==> src/rtl/srt_pkg.sv <==
// Shared types and constants for the sorted record table.
// Holds record layout, opcodes, status codes and controller states.
// No dependencies.
`timescale 1ns / 1ps

package srt_pkg;

    localparam int CAPACITY_DEF = 32;

    localparam int HEAD_W  = 64;
    localparam int TAIL_W  = 8;
    localparam int AGE_W   = 8;
    localparam int PHONE_W = 31;
    localparam int TALLY_W = 6;
    localparam int OP_W    = 2;
    localparam int STAT_W  = 2;

    // Input tdata: key_head, key_tail, age, phone, padded to whole bytes
    localparam int IN_DATA_W  = 112;
    // Output tdata: rec_head, rec_tail, rec_age, rec_phone, tally, padded
    localparam int OUT_DATA_W = 120;

    typedef enum logic [OP_W-1:0] {
        OP_INSERT = 2'd0,
        OP_DELETE = 2'd1,
        OP_SEARCH = 2'd2,
        OP_LIST   = 2'd3
    } t_op;

    typedef enum logic [STAT_W-1:0] {
        ST_RECORD = 2'd0,
        ST_INS_OK = 2'd1,
        ST_FULL   = 2'd2,
        ST_DONE   = 2'd3
    } t_status;

    typedef enum logic [1:0] {
        S_IDLE,
        S_INS,
        S_DEL,
        S_SCAN
    } t_state;

    typedef struct packed {
        logic [HEAD_W-1:0] head;
        logic [TAIL_W-1:0] tail;
    } t_key;

    typedef struct packed {
        t_key               key;
        logic [AGE_W-1:0]   age;
        logic [PHONE_W-1:0] phone;
    } t_rec;

    // Row-wide command from the controller to every cell
    typedef struct packed {
        logic ins;  // open a slot at the insert point and fill it
        logic del;  // pull the row left from the first matching cell
        logic rot;  // rotate the occupied cells left by one
    } t_cell_cmd;

endpackage

==> src/rtl/srt_cell.sv <==
// One cell of the sorted record row: a record, its valid bit and its key compare.
// Depends on srt_pkg for the record and command types.
`timescale 1ns / 1ps

module srt_cell (
    input  logic               i_clk,
    input  logic               i_rst_n,
    input  srt_pkg::t_cell_cmd i_cmd,
    input  srt_pkg::t_rec      i_new_rec,
    input  srt_pkg::t_rec      i_prev_rec,
    input  logic               i_prev_valid,
    input  logic               i_prev_take,
    input  srt_pkg::t_rec      i_next_rec,
    input  logic               i_next_valid,
    input  srt_pkg::t_rec      i_first_rec,
    output srt_pkg::t_rec      o_rec,
    output logic               o_valid,
    output logic               o_take,
    output logic               o_eq
);
    import srt_pkg::*;

    t_rec r_rec;
    t_rec n_rec;
    logic r_valid;
    logic n_valid;
    logic w_ge;

    // Compare the held name with the operation key as one 72-bit value
    assign w_ge    = r_valid && (r_rec.key >= i_new_rec.key);
    assign o_eq    = r_valid && (r_rec.key == i_new_rec.key);
    assign o_take  = !r_valid || w_ge;
    assign o_rec   = r_rec;
    assign o_valid = r_valid;

    // Pick the next content: shift right, load new, shift left or rotate
    always_comb begin
        n_rec   = r_rec;
        n_valid = r_valid;
        if (i_cmd.ins) begin
            if (i_prev_take) begin
                n_rec   = i_prev_rec;
                n_valid = i_prev_valid;
            end else if (o_take) begin
                n_rec   = i_new_rec;
                n_valid = 1'b1;
            end
        end else if (i_cmd.del) begin
            if (o_take) begin
                n_rec   = i_next_rec;
                n_valid = i_next_valid;
            end
        end else if (i_cmd.rot) begin
            if (r_valid) begin
                n_rec = i_next_valid ? i_next_rec : i_first_rec;
            end
        end
    end

    always_ff @(posedge i_clk) begin
        if (!i_rst_n) begin
            r_valid <= 1'b0;
        end else begin
            r_valid <= n_valid;
        end
    end

    always_ff @(posedge i_clk) begin
        r_rec <= n_rec;
    end

endmodule

==> config.mk <==
export PLATFORM = sky130hd
export DESIGN_NAME = srt_cell
export DESIGN_NICKNAME = d
export VERILOG_FILES = /design/src/rtl/srt_pkg.sv /design/src/rtl/srt_cell.sv
export SDC_FILE = /design/constraint.sdc
export NUM_CORES = 1
export LEC_CHECK = 0
export BUFFER_PORTS_ARGS = -buffer_cell sky130_fd_sc_hd__buf_4
export CORE_AREA = 5 5 219 221
export DETAILED_ROUTE_END_ITERATION = 8
export DIE_AREA = 0 0 224 226
export PLACE_DENSITY = 0.5
export SLEW_MARGIN = 20
export SYNTH_ARGS = -nofsm -noshare
export SYNTH_HDL_FRONTEND = slang
export SYNTH_SLANG_ARGS = --single-unit
==> constraint.sdc <==
create_clock -name i_clk -period 7.2 [get_ports i_clk]
set_clock_uncertainty 0.1 [all_clocks]
set_input_delay 1.44 -clock i_clk [delete_from_list [all_inputs] [get_ports i_clk]]
set_output_delay 1.44 -clock i_clk [all_outputs]
set_load 0.02 [all_outputs]
* Word level (Yosys, flattened, before mapping)
Cells that the tools add are included.
** Storage, ports and cells
- Bits in registers :: 112
- Input bits :: 452
** Operators by class
- Magnitude comparators :: 1
- Equal/unequal tests :: 3
- Mux-type cells :: 13
- Reduce and logical (&&, ||, !) cells :: 11
** Operator list (count)
- $mux W111 :: 8
- $eq A72 B72 Y1 :: 1
- $ge A72 B72 Y1 :: 1
- $ne A3 B1 Y1 const B :: 2
- $reduce_bool A2 Y1 :: 3
- $reduce_bool A3 Y1 :: 2
- $mux W1 :: 5
- $reduce_and A4 Y1 :: 1
- $reduce_and A3 Y1 :: 1
- $logic_and A1 B1 Y1 :: 2
- $logic_not A1 Y1 :: 1
- $logic_or A1 B1 Y1 :: 1

* Depth between registers and ports, before layout
Gate-level depths: netlist of the first run.
- Depth after elaboration :: 6
- Depth in mapped cells :: 9
- Mapped depth without buffers :: 9

* Worst setup path before layout of the first run
Ideal clock, no wire load.
- Path type :: input to register
- Start point :: in i_new_rec[108] (netlist bit)
- End point :: reg r_rec, in the netlist o_rec[0] (enable)
- Setup time :: 0.489 ns
- Arrival time :: 5.637 ns
- Data required time :: 6.611 ns
- Slack :: 0.974 ns
- Stages :: 9
- Path buffers :: 0
- Cell sequence :: inv_1 ha_1 and4_1 nor3b_2 and3_1 nand4_1 o21bai_1 nand3_1 o32a_1
** On the way
- Word-level cells in the longest chain between the ends :: 5
** RTL lines
- start: declaration :: line srt_cell.sv:9 : input srt_pkg::t_rec i_new_rec,
- $ge A72 B72 Y1 * :: line srt_cell.sv:30 : assign w_ge = r_valid && (r_rec.key >= i_new_rec.key);
- $logic_and A1 B1 Y1 * :: line srt_cell.sv:30
- $logic_or A1 B1 Y1 * :: line srt_cell.sv:32 : assign o_take = !r_valid || w_ge;
- net o_take :: line srt_cell.sv:18 : output logic o_take,
- $ne A3 B1 Y1 (no line)
- $reduce_and A4 Y1 (no line) *
- end signal: assignment :: line srt_cell.sv:69 : r_rec <= n_rec;
- end: declaration :: line srt_cell.sv:23 : t_rec r_rec;
The timed path passes the listed nets; every way through them passes the cells marked *.
A chain may end at the register's enable or synchronous reset.

* Final worst setup path of the first run
- Start point :: in i_new_rec[106] (netlist bit)
- End point :: out o_take
** On the way
- Word-level cells in the longest chain between the ends :: 3
** RTL lines (line)
- $ge A72 B72 Y1 :: srt_cell.sv:30
- $logic_and A1 B1 Y1 :: srt_cell.sv:30
- $logic_or A1 B1 Y1 :: srt_cell.sv:32
- end: declaration :: srt_cell.sv:18
No other way between the ends.

==> results.tsv, run 1 <==
metric	value	unit
status	completed	
crit_path_start_kind	primary input	
synth_xor_xnor_area_share	0	
worst_pin_slew	0.829	ns
async_flop_share	0	
io_buffers	565	
clockRootBuffer	clkbuf_16	
hold_buffers	0	
clk_latency	0.39	ns
drc	0	
synth_area_leader_cell	edfxtp_1	
synth_compound_area_frac	0.203	
holdWs	0.816	ns
nets	1936	
grt_first_pass_wirelength	54.8	mm
ys.flop_type	edfxtp_1	
final_util	0.301	
place_ws	1.81	ns
initial_utilization	0.189	
grtUsageTotal	0.142	
rows	79	
cts.repair.resized	0	
postPlaceCellArea	13500	µm²
maxSlewViolCount	0	
cts_num_sinks	112	
grt_overflow_total	0	
period_minus_slack	5.22	ns
ys_seq_area_frac	0.386	
clkTransAtPathRegs	0.07	ns
syn_area_per_cell	9.77	µm²
via_per_inst	4.32	
first_global_vias	9215	
die_w	224	µm
die_h	226	µm
synth_commonest_cells	135 x a21oi_1, 114 x a211oi_1, 113 x nor2b_1	
h-tree-depth	3	
final_area	13800	µm²
ys_types	38	
peakVddDrop	0.000108	V
grt_max_degree	113	
antenna_found_initial	0	
synthCells	889	
numCtsBuffers	9	
place_congestion	0.898	
cp.arrival	3.68	ns
cts_tree	built	
synthMostInstantiatedCell	a21oi_1	
synth.area.mux_share	0.128	
num_vias	8750	
yosys.area_share.simple	0.119	
num_io_pins	566	
p_per_area	161	nW/µm²
finalHoldViolations	0	
ant_nets	0	
synth_area	8680	µm²
hold_path_class	register to register	
postCtsSetupBuffers	0	
detail_route.wl_per_cell	18.7	µm
setup_slack	1.98	ns
setup_violations	0	
synth_fa_ha_area_frac	0.104	
synth_edf_count	111	
first_pass_iters	6	
drt-initial-drc-count	284	
area_growth	59.5	%
synthTopCellsByArea	edfxtp_1 38%, mux2i_1 13%, ha_1 10%	
clock_path_buffers	2	
relSlewSlack	0.447	
yosys_warnings	0	
diodes	0	
synth_top_family_by_area	compound AO/OA/AOI/OAI gates	
fmax	192	MHz
critPathKind	primary input to output pin	
post_route_cells_drive_above_1_share	0.421	
required	5.66	ns
cp_max_fo	3	
setup-tns-final	0	ns
rsz0062_at_grt	no	
crit_path_end_kind	output pin	
core	46000	µm²
synth.net_count	1413	
finalCritPeriodShare	0.725	
synth-seq-cells	112	
drv_cap	0	
die_area	50600	µm²
synth_top_area_share	0.384	
hpwl	30.7	mm
routed_wirelength	37.9	mm
p_leak	0.00642	µW
path summary, 6_finish.rpt:
check,startpoint,to,slack [ns],cells after the start
hold reg to reg,o_valid$_SDFFE_PN0P_,o_valid$_SDFFE_PN0P_,0.82,2
setup reg to reg,o_rec[106]$_DFFE_PP_,o_rec[15]$_DFFE_PP_,3.53,9
setup / recovery,i_new_rec[106],o_take,1.98,10
hold / removal,o_valid$_SDFFE_PN0P_,o_valid$_SDFFE_PN0P_,0.82,2
stage by stage:
stage / std cells / power, µW
after detailed placement: 2008 / 1710
after CTS: 2024 / 2270
final: 2024 / 2220
after global placement: 2008 / 1700
after global routing: 2024 / 2360
after floorplan: 889 / 1270
per-layer routing:
layer / track usage / vias to the layer above / wire length [µm]
met4: 0.0336 / 0 / 577
met3: 0.0497 / 31 / 2920
met5: 0 / - / 0
li1: - / 4354 / -
met1: 0.169 / 4039 / 15400
met2: 0.247 / 326 / 19000
critical path, cell delays in order:
cell and delay, ns:
buf_4 0.09, inv_1 0.03, ha_1 0.30, nand4_1 0.21
nor3b_2 0.28, and3_1 0.31, nand4_1 0.26, o21bai_1 0.37
nand3_1 0.21, buf_4 0.17
cell type report:
cell class,count,area [µm²]
multi-input cells,642,4820
clock inverters,7,71.3
well taps,607,759
flip-flops and latches,112,3350
inverters,73,274
clock buffers,9,225
repair buffers,574,4340
fillers,4929,32100
sequential cells by signal, indices dropped and copies added (netlist names):
name,count
o_rec,111
o_valid,1
cells in the final DEF (no fill, tap or decap), types with 2 or more instances in the layout:
| cell type | count |
|---|---|
| buf_6 | 2 |
| a21oi_1 | 135 |
| nand3_1 | 6 |
| clkinvlp_4 | 2 |
| inv_1 | 73 |
| and3_1 | 2 |
| a211oi_1 | 114 |
| nor2_1 | 15 |
| edfxtp_1 | 111 |
| and4_1 | 2 |
| mux2i_1 | 111 |
| a21oi_2 | 2 |
| buf_12 | 2 |
| a221oi_2 | 2 |
| a31oi_1 | 4 |
| o21ai_1 | 2 |
| ha_1 | 72 |
| buf_4 | 570 |
| nand3b_1 | 2 |
| o21ai_0 | 9 |
| a21o_1 | 5 |
| nand4_1 | 12 |
| nor2b_1 | 113 |
| nand2_1 | 19 |
| clkbuf_16 | 9 |
cells by family (layout without fill, tap and decap cells):
kind of cell / count (synthesis) / after routing
flops: 112 / 112
simple gates: 178 / 178
buf+inv: 135 / 663
fa+ha+maj: 72 / 72
compound gates: 281 / 281
mux: 111 / 111
power by group:
part | switching (µW) | internal (µW) | total (µW)
combinational | 418 | 397 | 815
clock | 273 | 270 | 543
sequential | 43.6 | 822 | 866
total | 734 | 1490 | 2220
No activity file was read; power rests on OpenSTA's default activity.
==> inputs of run 2 (changes only) <==
PLACE_DENSITY = 0.51   (was 0.5)
clock period = 4.6 ns   (was 7.2 ns; I/O delays follow)
==> run 2 against run 1 <==
Sequential share of layout area down 0.21 points. Via count about the same. Critical path depth unchanged. Worst hold slack worse by 0.13 ns. Register-to-register slack worse by 2.4 ns. Clock power up 61%. Combinational power up 58%. Routed wire length down 0.85%. Die area unchanged. Clock-buffer cell count up 1.
==> results.tsv, run 2 (same netlist as run 1, synthesis figures left out) <==
metric	value	unit
status	completed	
diodes	0	
place_congestion	0.907	
met3_usage	0.0477	
nets	1942	
clk_latency	0.38	ns
critPathKind	primary input to output pin	
num_io_pins	566	
hold_buffers	0	
peakVddDrop	0.000141	V
reg2reg_slack	1.17	ns
final_common_cell	buf_4	
p_total	3510	µW
via_per_inst	4.31	
cp.arrival	3.10	ns
numCtsBuffers	9	
postCtsSetupBuffers	0	
reg2reg_to	o_rec[2]$_DFFE_PP_	
clkTransAtPathRegs	0.07	ns
relSlewSlack	0.409	
grt_overflow_total	0	
rows	79	
reg2regPathDepth	9	
rsz0062_at_grt	no	
worst_pin_slew	0.887	ns
largest_reg_flops	111	
reg2reg_from	o_rec[107]$_DFFE_PP_	
cts.repair.resized	0	
clockRootBuffer	clkbuf_16	
die_w	224	µm
drv_cap	0	
routed_wirelength	37.6	mm
clock_path_buffers	2	
finalHoldViolations	0	
detail_route.wl_per_cell	18.5	µm
h-tree-depth	3	
period_minus_slack	4.12	ns
grt_busiest_layer	met2	
first_pass_iters	4	
core	46000	µm²
grt_first_pass_wirelength	54.6	mm
grtUsageMet2	0.247	
cts_num_sinks	112	
hold_path_class	primary input to register	
first_global_vias	9182	
die_area	50600	µm²
drt-initial-drc-count	330	
setup-tns-final	0	ns
cp-endpoint	o_take	
required	3.58	ns
cp_max_fo	3	
grt_max_degree	121	
fmax	243	MHz
antenna_found_initial	0	
cts_tree	built	
area_growth	60.9	%
post_route_cells_drive_above_1_share	0.423	
setup_violations	0	
p_per_area	251	nW/µm²
p_leak	0.00649	µW
maxSlewViolCount	0	
initial_utilization	0.189	
die_h	226	µm
finalCritPeriodShare	0.895	
num_vias	8753	
crit_start	i_new_rec[108]	
drc	0	
ant_nets	0	
io_buffers	565	
grt_use_met1	0.163	
setup_slack	0.481	ns
hpwl	31.1	mm
layout_common_cells	572 x buf_4, 135 x a21oi_1, 114 x a211oi_1	
crit_path_start_kind	primary input	
grtUsageTotal	0.141	
crit_path_end_kind	output pin	
place_ws	0.308	ns
-- run 2: area by class of cell --
| class | count | area (µm²) |
|---|---|---|
| fillers | 4849 | 32000 |
| multi-input cells | 642 | 4830 |
| repair buffers | 580 | 4440 |
| flip-flops and latches | 112 | 3350 |
| well taps | 607 | 759 |
| inverters | 73 | 274 |
| clock buffers | 10 | 229 |
| clock inverters | 6 | 82.6 |
-- run 2: how the worst min path moves through the flow --
stage / to / start / cells past startpoint
detailed placement: o_valid$_SDFFE_PN0P_ / o_valid$_SDFFE_PN0P_ / 4
global placement: o_valid$_SDFFE_PN0P_ / o_valid$_SDFFE_PN0P_ / 4
global route: o_valid$_SDFFE_PN0P_ / i_cmd[1] / 2
finish: o_valid$_SDFFE_PN0P_ / i_cmd[1] / 2
floorplan: o_valid$_SDFFE_PN0P_ / o_valid$_SDFFE_PN0P_ / 2
CTS: o_valid$_SDFFE_PN0P_ / i_cmd[1] / 2
-- run 2: stage by stage --
| stage | hold slack [ns] | util | std cells | cell area [µm²] |
|---|---|---|---|---|
| finish | 0.687 | 0.304 | 2030 | 14000 |
| CTS | 0.652 | 0.304 | 2030 | 14000 |
| global placement | 0.927 | 0.297 | 2014 | 13700 |
| global route | 0.667 | 0.304 | 2030 | 14000 |
| floorplan | 0.686 | - | 889 | 8680 |
| detailed placement | 0.929 | 0.297 | 2014 | 13700 |
-- run 2: per-layer routing --
| metal | share of wire | wire length, µm | vias to the layer above |
|---|---|---|---|
| met3 | 0.076 | 2860 | 37 |
| met5 | 0 | 0 | - |
| li1 | - | - | 4371 |
| met1 | 0.40 | 14900 | 4011 |
| met4 | 0.022 | 839 | 0 |
| met2 | 0.50 | 18900 | 334 |
-- run 2: worst max-delay path, cell delays in order --
cell and delay (ns):
buf_4 0.08, inv_1 0.04, ha_1 0.28, and4_1 0.23
nor3b_2 0.25, and3_1 0.32, nand4_1 0.25, o21bai_1 0.31
nand3_1 0.21, buf_4 0.19
-- run 2: report_power, final --
part	leakage [µW]	switching (µW)	total, µW	internal, µW
sequential	0.00111	65.9	1350	1290
combinational	0.00522	654	1290	631
clock	0.000154	399	875	477
